==> src/rtl/core/pts_pkg.sv <==
// Shared types and constants of the periodic task scheduler.
package pts_pkg;

  // Fixed field widths.
  localparam int unsigned TASK_IDX_W = 2;
  localparam int unsigned COUNT_W    = 3;
  localparam int unsigned PERIOD_W   = 16;
  localparam int unsigned CFG_IDX_W  = 3;
  localparam int unsigned CFG_DATA_W = 16;
  localparam int unsigned MAX_TASKS  = 4;

  // Configuration register indexes.
  localparam logic [CFG_IDX_W-1:0] CFG_TASK_COUNT = 3'd0;
  localparam logic [CFG_IDX_W-1:0] CFG_PERIOD0    = 3'd1;
  localparam logic [CFG_IDX_W-1:0] CFG_PERIOD1    = 3'd2;
  localparam logic [CFG_IDX_W-1:0] CFG_PERIOD2    = 3'd3;
  localparam logic [CFG_IDX_W-1:0] CFG_PERIOD3    = 3'd4;

  // Register reset values.
  localparam logic [COUNT_W-1:0]  TASK_COUNT_RST = 3'd4;
  localparam logic [PERIOD_W-1:0] PERIOD_RST     = 16'd100;

  // Commands from the controller to the datapath.
  typedef struct packed {
    logic capture;  // take the timer value of an input beat
    logic advance;  // advance the last chosen task's wake time
    logic scan;     // examine one task
    logic commit;   // load the result register and the chosen task
  } cmd_t;

  // Status from the datapath to the controller.
  typedef struct packed {
    logic due;      // task under examination is already due
    logic last;     // task under examination is the last active one
    logic none;     // no active tasks
  } stat_t;

endpackage

==> src/rtl/core/pts_datapath.sv <==
// Datapath of the periodic task scheduler: registers, wake times and the scan.
module pts_datapath #(
  parameter int unsigned TASK_SLOTS = 4,
  parameter int unsigned TIME_BITS  = 16
) (
  input  logic                            clk_i,
  input  logic                            rst_ni,
  input  logic                            cfg_we_i,
  input  logic [pts_pkg::CFG_IDX_W-1:0]   cfg_idx_i,
  input  logic [pts_pkg::CFG_DATA_W-1:0]  cfg_data_i,
  input  logic [TIME_BITS-1:0]            now_i,
  input  pts_pkg::cmd_t                   cmd_i,
  output pts_pkg::stat_t                  stat_o,
  output logic [pts_pkg::TASK_IDX_W-1:0]  task_index_o,
  output logic                            run_now_o,
  output logic [TIME_BITS-1:0]            wake_time_o
);

  localparam int unsigned IW = (TASK_SLOTS > 1) ? $clog2(TASK_SLOTS) : 1;
  localparam logic [TIME_BITS-1:0] OverrunMax = {1'b0, {(TIME_BITS-1){1'b1}}};
  localparam logic [pts_pkg::COUNT_W-1:0] SlotCnt = pts_pkg::COUNT_W'(TASK_SLOTS);

  // Configuration registers.
  logic [pts_pkg::COUNT_W-1:0]  task_count_q;
  logic [pts_pkg::PERIOD_W-1:0] period_q [pts_pkg::MAX_TASKS];

  // Scheduler state.
  logic [TIME_BITS-1:0]            wake_q [TASK_SLOTS];
  logic [pts_pkg::TASK_IDX_W-1:0]  chosen_q;

  // Working registers of one decision.
  logic [TIME_BITS-1:0]            now_q;
  logic [IW-1:0]                   scan_i_q;
  logic [TIME_BITS-1:0]            best_sleep_q;
  logic [pts_pkg::TASK_IDX_W-1:0]  best_idx_q;
  logic [TIME_BITS-1:0]            best_wake_q;
  logic                            due_q;

  // Result register.
  logic [pts_pkg::TASK_IDX_W-1:0]  out_idx_q;
  logic                            out_run_q;
  logic [TIME_BITS-1:0]            out_wake_q;

  logic [pts_pkg::COUNT_W-1:0]     count_eff;
  logic [IW-1:0]                   rd_idx;
  logic [TIME_BITS-1:0]            wake_rd;
  logic [TIME_BITS-1:0]            wake_sum;
  logic [TIME_BITS-1:0]            overrun;
  logic [TIME_BITS-1:0]            sleep;
  logic                            is_due;
  logic [pts_pkg::COUNT_W-1:0]     scan_pos;

  // Active task count saturates at the number of task slots.
  assign count_eff = (task_count_q > SlotCnt) ? SlotCnt : task_count_q;

  // One wake time is read per cycle: the advanced task, or the one being scanned.
  assign rd_idx   = cmd_i.advance ? chosen_q[IW-1:0] : scan_i_q;
  assign wake_rd  = wake_q[rd_idx];
  assign wake_sum = wake_rd + TIME_BITS'(period_q[chosen_q]);

  // Wrapped overrun and wait of the scanned task.
  assign overrun  = now_q - wake_rd;
  assign sleep    = wake_rd - now_q;
  assign is_due   = overrun < OverrunMax;
  assign scan_pos = pts_pkg::COUNT_W'(scan_i_q) + pts_pkg::COUNT_W'(1);

  assign stat_o.due  = is_due;
  assign stat_o.last = (scan_pos == count_eff);
  assign stat_o.none = (count_eff == '0);

  assign task_index_o = out_idx_q;
  assign run_now_o    = out_run_q;
  assign wake_time_o  = out_wake_q;

  // Configuration writes; indexes beyond the register list are ignored.
  always_ff @(posedge clk_i or negedge rst_ni) begin
    if (!rst_ni) begin
      task_count_q <= pts_pkg::TASK_COUNT_RST;
      for (int k = 0; k < pts_pkg::MAX_TASKS; k++) begin
        period_q[k] <= pts_pkg::PERIOD_RST;
      end
    end else if (cfg_we_i) begin
      unique case (cfg_idx_i)
        pts_pkg::CFG_TASK_COUNT: task_count_q <= cfg_data_i[pts_pkg::COUNT_W-1:0];
        pts_pkg::CFG_PERIOD0:    period_q[0]  <= cfg_data_i;
        pts_pkg::CFG_PERIOD1:    period_q[1]  <= cfg_data_i;
        pts_pkg::CFG_PERIOD2:    period_q[2]  <= cfg_data_i;
        pts_pkg::CFG_PERIOD3:    period_q[3]  <= cfg_data_i;
        default: ;
      endcase
    end
  end

  // Wake times and the chosen task.
  always_ff @(posedge clk_i or negedge rst_ni) begin
    if (!rst_ni) begin
      for (int k = 0; k < TASK_SLOTS; k++) begin
        wake_q[k] <= '0;
      end
      chosen_q <= '0;
    end else begin
      if (cmd_i.advance) begin
        wake_q[rd_idx] <= wake_sum;
      end
      if (cmd_i.commit) begin
        chosen_q <= best_idx_q;
      end
    end
  end

  // Scan of the active tasks, one per cycle.
  always_ff @(posedge clk_i) begin
    if (cmd_i.capture) begin
      now_q <= now_i;
    end
    if (cmd_i.advance) begin
      // The advanced task stands as the choice until a scan finds a better one.
      scan_i_q     <= '0;
      best_sleep_q <= '1;
      best_idx_q   <= chosen_q;
      best_wake_q  <= wake_sum;
      due_q        <= 1'b0;
    end else if (cmd_i.scan) begin
      scan_i_q <= scan_i_q + IW'(1);
      if (is_due) begin
        best_idx_q  <= pts_pkg::TASK_IDX_W'(scan_i_q);
        best_wake_q <= wake_rd;
        due_q       <= 1'b1;
      end else if (sleep < best_sleep_q) begin
        best_sleep_q <= sleep;
        best_idx_q   <= pts_pkg::TASK_IDX_W'(scan_i_q);
        best_wake_q  <= wake_rd;
      end
    end
    if (cmd_i.commit) begin
      out_idx_q  <= best_idx_q;
      out_run_q  <= due_q;
      out_wake_q <= best_wake_q;
    end
  end

endmodule

==> src/rtl/core/pts_controller.sv <==
// Controller state machine of the periodic task scheduler.
module pts_controller (
  input  logic            clk_i,
  input  logic            rst_ni,
  input  logic            in_valid_i,
  output logic            in_ready_o,
  output logic            out_valid_o,
  input  logic            out_ready_i,
  input  pts_pkg::stat_t  stat_i,
  output pts_pkg::cmd_t   cmd_o
);

  typedef enum logic [1:0] {
    ST_IDLE,
    ST_ADVANCE,
    ST_SCAN,
    ST_FINISH
  } state_e;

  state_e state_q, state_d;
  logic   out_valid_q, out_valid_d;
  logic   out_free;

  // The result register is free when empty or when its beat leaves now.
  assign out_free    = !out_valid_q || out_ready_i;
  assign in_ready_o  = (state_q == ST_IDLE);
  assign out_valid_o = out_valid_q;

  // Next state and commands.
  always_comb begin
    state_d     = state_q;
    cmd_o       = '0;
    out_valid_d = out_valid_q && !out_ready_i;
    unique case (state_q)
      ST_IDLE: begin
        if (in_valid_i) begin
          cmd_o.capture = 1'b1;
          state_d       = ST_ADVANCE;
        end
      end
      ST_ADVANCE: begin
        cmd_o.advance = 1'b1;
        state_d       = stat_i.none ? ST_FINISH : ST_SCAN;
      end
      ST_SCAN: begin
        cmd_o.scan = 1'b1;
        if (stat_i.due || stat_i.last) begin
          state_d = ST_FINISH;
        end
      end
      ST_FINISH: begin
        if (out_free) begin
          cmd_o.commit = 1'b1;
          out_valid_d  = 1'b1;
          state_d      = ST_IDLE;
        end
      end
      default: state_d = ST_IDLE;
    endcase
  end

  // State and output valid.
  always_ff @(posedge clk_i or negedge rst_ni) begin
    if (!rst_ni) begin
      state_q     <= ST_IDLE;
      out_valid_q <= 1'b0;
    end else begin
      state_q     <= state_d;
      out_valid_q <= out_valid_d;
    end
  end

endmodule

==> src/rtl/core/periodic_task_scheduler.sv <==
// Periodic task scheduler: picks the next task from up to four periodic tasks.
// For each accepted input beat: advance the last chosen task's wake time, scan
// the active tasks (0 to 4) one at a time through the single wake-time read port,
// then commit the result. The scan may stop early at a due task. A new beat is
// taken only in the idle state, so one decision ends before the next begins. A
// result not taken holds the next decision.
// Reset clears all wake times and the chosen task, task count to 4, periods to 100.
module periodic_task_scheduler #(
  parameter int unsigned TASK_SLOTS = 4,
  parameter int unsigned TIME_BITS  = 16
) (
  input  logic                            clk_i,
  input  logic                            rst_ni,
  // Configuration write port.
  input  logic                            cfg_we_i,
  input  logic [pts_pkg::CFG_IDX_W-1:0]   cfg_idx_i,
  input  logic [pts_pkg::CFG_DATA_W-1:0]  cfg_data_i,
  // Input stream.
  input  logic                            s_axis_tvalid,
  output logic                            s_axis_tready,
  input  logic [((TIME_BITS+7)/8)*8-1:0]  s_axis_tdata,  // current_time
  // Result stream.
  output logic                            m_axis_tvalid,
  input  logic                            m_axis_tready,
  output logic [((TIME_BITS+10)/8)*8-1:0] m_axis_tdata   // task_index, run_now, wake_time
);

  localparam int unsigned OutW = ((TIME_BITS + 10) / 8) * 8;

  pts_pkg::cmd_t                   cmd;
  pts_pkg::stat_t                  stat;
  logic [pts_pkg::TASK_IDX_W-1:0]  task_index;
  logic                            run_now;
  logic [TIME_BITS-1:0]            wake_time;

  // Sequencing of one decision.
  pts_controller u_ctrl (
    .clk_i       (clk_i),
    .rst_ni      (rst_ni),
    .in_valid_i  (s_axis_tvalid),
    .in_ready_o  (s_axis_tready),
    .out_valid_o (m_axis_tvalid),
    .out_ready_i (m_axis_tready),
    .stat_i      (stat),
    .cmd_o       (cmd)
  );

  // Registers, wake times and the scan.
  pts_datapath #(
    .TASK_SLOTS (TASK_SLOTS),
    .TIME_BITS  (TIME_BITS)
  ) u_dp (
    .clk_i        (clk_i),
    .rst_ni       (rst_ni),
    .cfg_we_i     (cfg_we_i),
    .cfg_idx_i    (cfg_idx_i),
    .cfg_data_i   (cfg_data_i),
    .now_i        (s_axis_tdata[TIME_BITS-1:0]),
    .cmd_i        (cmd),
    .stat_o       (stat),
    .task_index_o (task_index),
    .run_now_o    (run_now),
    .wake_time_o  (wake_time)
  );

  // Result beat packed from the lowest bit up, zero filled.
  assign m_axis_tdata = OutW'({wake_time, run_now, task_index});

endmodule
==> config.mk <==
export PLATFORM = sky130hd
export DESIGN_NAME = periodic_task_scheduler
export DESIGN_NICKNAME = d
export VERILOG_FILES = /design/src/rtl/core/pts_pkg.sv /design/src/rtl/core/pts_datapath.sv /design/src/rtl/core/pts_controller.sv /design/src/rtl/core/periodic_task_scheduler.sv
export SDC_FILE = /design/constraint.sdc
export NUM_CORES = 1
export LEC_CHECK = 0
export BUFFER_PORTS_ARGS = -buffer_cell sky130_fd_sc_hd__buf_2
export CAP_MARGIN = 40
export CORE_UTILIZATION = 55
export DETAILED_ROUTE_END_ITERATION = 16
export PLACE_DENSITY = 0.82
export RECOVER_POWER = 50
export SYNTH_ARGS = -nofsm -noshare
export SYNTH_HDL_FRONTEND = slang
export SYNTH_HIERARCHICAL = 1
export SYNTH_SLANG_ARGS = --single-unit
==> constraint.sdc <==
create_clock -name clk_i -period 5.8 [get_ports clk_i]
set_input_delay 1.16 -clock clk_i [delete_from_list [all_inputs] [get_ports clk_i]]
set_output_delay 1.16 -clock clk_i [all_outputs]
set_load 0.02 [all_outputs]
==> key figures <==
Drt
  – Uppermost layer routed: met4
  – Wire length on met2: about 12000 um
  – ANT nets after route: 0
  – DRT Wirelength: ~24000 um
  – Via-to-Cell Ratio: around 5.8
  – # DRC: 0
  – Met3 WL: 1310 um
  – Number of DRC markers in iteration 0: roughly 420
  – M1 WL: a little over 10000 um
  – Per-cell routed wire length: ~18 um
  – DR vias: about 7500
  – Drt first pass iters: 5

Global route
  – Antenna violations before repair: 0
  – First-pass GRT wire length: 37900 um
  – GRT Total Usage: 0.237
  – Grt ovf: 0
  – Largest net degree at the start of global routing: slightly below 70
  – Vias in the first global route: 7435

Timing
  – Final Max Slew Viols: between 100 and 150
  – Final hold vios: 0
  – Hold Slack: about 420 ps
  – Final setup violation count: 0
  – Post-Route Setup TNS: 0 ps
  – Final period util: 0.945
  – Max_slew headroom: -1.40
  – Fin Clk Skew: 15.5 ps
  – Fmax: between 150 and 200 MHz
  – Slew @ Worst Pin: 3600 ps
  – Min Clock Period, post-route: between 5000 and 6000 ps

Critical path
  – Reg2Reg Depth: 20
  – Setup crit start kind: flip-flop
  – CP Capture Type: flip-flop
  – CP arrival: 5860 ps
  – Worst path required time: approximately 6200 ps
  – CP max FO: 6
  – Worst Setup Path Type: reg -> reg

Placement
  – Port buffer count: 60
  – Area after DPL: roughly 12000 um^2
  – Post-DP HPWL: between 15000 and 20000 um
  – Post-Place Cells: approximately 1300
  – GP Congestion: about 0.9

Flow run
  – Max_cap viols: 2

Final layout
  – Share of post-route cells with drive strength above 1: 0.234
  – Fin area: 12500 um^2
  – Layout Nets: between 1000 and 1500
  – ANT cells: 0
  – Commonest non-fill, non-tap cells in the layout: dfrtp_1, o21ai_0, nand2_1
  – Commonest non-fill, non-tap cell in the layout: dfrtp_1
  – Synth-to-layout area growth: 12.3%
  – Non-filler cells in the finished layout: between 1000 and 1500

Synthesis
  – Syn. warnings: 6
  – Synth Register Bits: 208
  – Cell variety after synth: 75
  – Ys async rst share: 0.654
  – Number of flops mapped to enable cells by yosys: between 50 and 60
  – Syn Area/Cell: about 12 um^2
  – Sequential element share of the synthesized area: 0.485
  – Top_reg_cell synth: dfrtp_1
  – Post-synthesis instance total: 960
  – Area of the mapped netlist: around 11000 um^2

Clocking
  – Setup Fix Bufs, Post-CTS: 0
  – Clock insertion delay at the later pin of the skew report: a little over 500 ps
  – Reg clk slew, reported paths: roughly 60 ps
  – Root Buffer: clkbuf_16
  – Clk sinks: ~210
  – Cts bufs inserted: 22
  – Bufs on Longest Clock Path: 3
  – H-tree Lvls: 1
  – TritonCTS clock tree: built

Die
  – Die Wd: approximately 140 um
  – Row cnt: approximately 50
  – Io pins: 66
  – Full die area: between 20000 and 25000 um^2
  – Die height: between 100 and 150 um
  – Core area: 19700 um^2
  – Initial Util: 0.566

Run status
  – Status: complete, but fails checks
  – Failing checks: max-capacitance violations, max-slew violations

Min path
  – Worst hold stages: 0
  – HP Class: reg -> reg
worst max-delay path, cell delays in order (launching register included):
cell,delay (ps)
dfrtp_1,420
inv_1,100
ha_2,260
mux2i_4,370
mux4_1,680
inv_1,110
ha_1,190
nor2b_1,80
o31a_1,240
or2_2,290
a31o_2,270
a41o_1,280
o41ai_1,330
xnor2_1,200
ha_1,280
a21o_1,160
a21oi_1,180
nand2_1,80
o21ai_1,240
or4b_1,450
a21boi_1,130
flip-flops by register name, summed over array words and instances, names as in the netlist, 2 cells and up:
| name | cells |
|---|---|
| u_dp/task_count_q | 3 |
| u_dp/now_q | 16 |
| u_dp/chosen_q | 2 |
| u_ctrl/state_q | 2 |
| u_dp/task_index_o | 2 |
| u_dp/wake_q | 64 |
| u_dp/best_idx_q | 2 |
| u_dp/best_wake_q | 16 |
| u_dp/scan_i_q | 2 |
| u_dp/wake_time_o | 16 |
| u_dp/best_sleep_q | 16 |
| u_dp/period_q | 64 |
stage by stage:
| step | util | worst slack [ps] |
|---|---|---|
| final | 0.635 | 319 |
| after global routing | 0.635 | -14.3 |
| after CTS | 0.636 | 99.2 |
| after detailed placement | 0.598 | 121 |
| after global placement | 0.595 | 299 |
| after floorplan | - | 134 |
cell type report:
| class | instances | area, um^2 |
|---|---|---|
| tap | 265 | 332 |
| sequential | 208 | 5390 |
| timing repair buffer | 84 | 493 |
| clock inverter | 6 | 66.3 |
| multi-input combinational | 639 | 5280 |
| clock buffer | 34 | 688 |
| fill | 1557 | 7160 |
| inverter | 64 | 240 |
synth_stat cells (all sizes together) (6+ instances only):
cell | instances | area share
dfstp | 13 | 0.031
inv | 64 | 0.022
a211oi | 7 | 0.0052
mux4 | 31 | 0.065
ha | 65 | 0.073
a21o | 14 | 0.0094
edfxtp | 53 | 0.14
a21oi | 33 | 0.015
nor2 | 59 | 0.020
nor2b | 9 | 0.0051
nand3 | 6 | 0.0027
nand2b | 7 | 0.0039
nor3 | 11 | 0.0049
xor2 | 17 | 0.013
dfrtp | 123 | 0.28
and3 | 6 | 0.0034
o21bai | 6 | 0.0040
buf | 24 | 0.015
mux2 | 75 | 0.076
mux2i | 35 | 0.033
dfxtp | 19 | 0.034
xnor2 | 21 | 0.017
nand2 | 80 | 0.027
clkbuf | 29 | 0.0098
o21ai | 87 | 0.039
path summary, 6_finish.rpt:
check	slack [ps]	start	to
max in group asynchronous	1680	rst_ni	u_dp/wake_q[27]
hold / removal	420	u_dp/best_wake_q[14]	u_dp/wake_time_o[14]
hold reg to reg	420	u_dp/best_wake_q[14]	u_dp/wake_time_o[14]
setup reg to reg	320	u_ctrl/state_q[1]	u_dp/best_sleep_q[12]
min in group asynchronous	450	rst_ni	u_dp/period_q[13]
setup / recovery	320	u_ctrl/state_q[1]	u_dp/best_sleep_q[12]
per-layer routing:
layer,GRT usage,up-vias
met1,0.309,3694
met4,0.0698,0
met5,0,-
met2,0.407,201
met3,0.0407,43
li1,-,3541
logic make-up (layout without fill, tap and decap cells):
| kind of cell | Yosys count | in the layout | synth area share |
|---|---|---|---|
| flops | 208 | 208 | 0.485 |
| mux | 141 | 141 | 0.174 |
| compound gates | 187 | 187 | 0.104 |
| buf+inv | 117 | 188 | 0.0459 |
| xor+xnor | 38 | 38 | 0.0306 |
| fa+ha+maj | 68 | 68 | 0.0785 |
| simple gates | 200 | 200 | 0.0821 |
| other cells | 1 | 5 | 0.000337 |
timing repair:
item,in CTS,in global routing
setup endpoints to repair,0,34
hold buffers,0,0
gates resized for setup,0,6
Power is left out: the tool's default activity adds up to more than one toggle a clock period on the data nets, which glitch-free logic cannot reach.
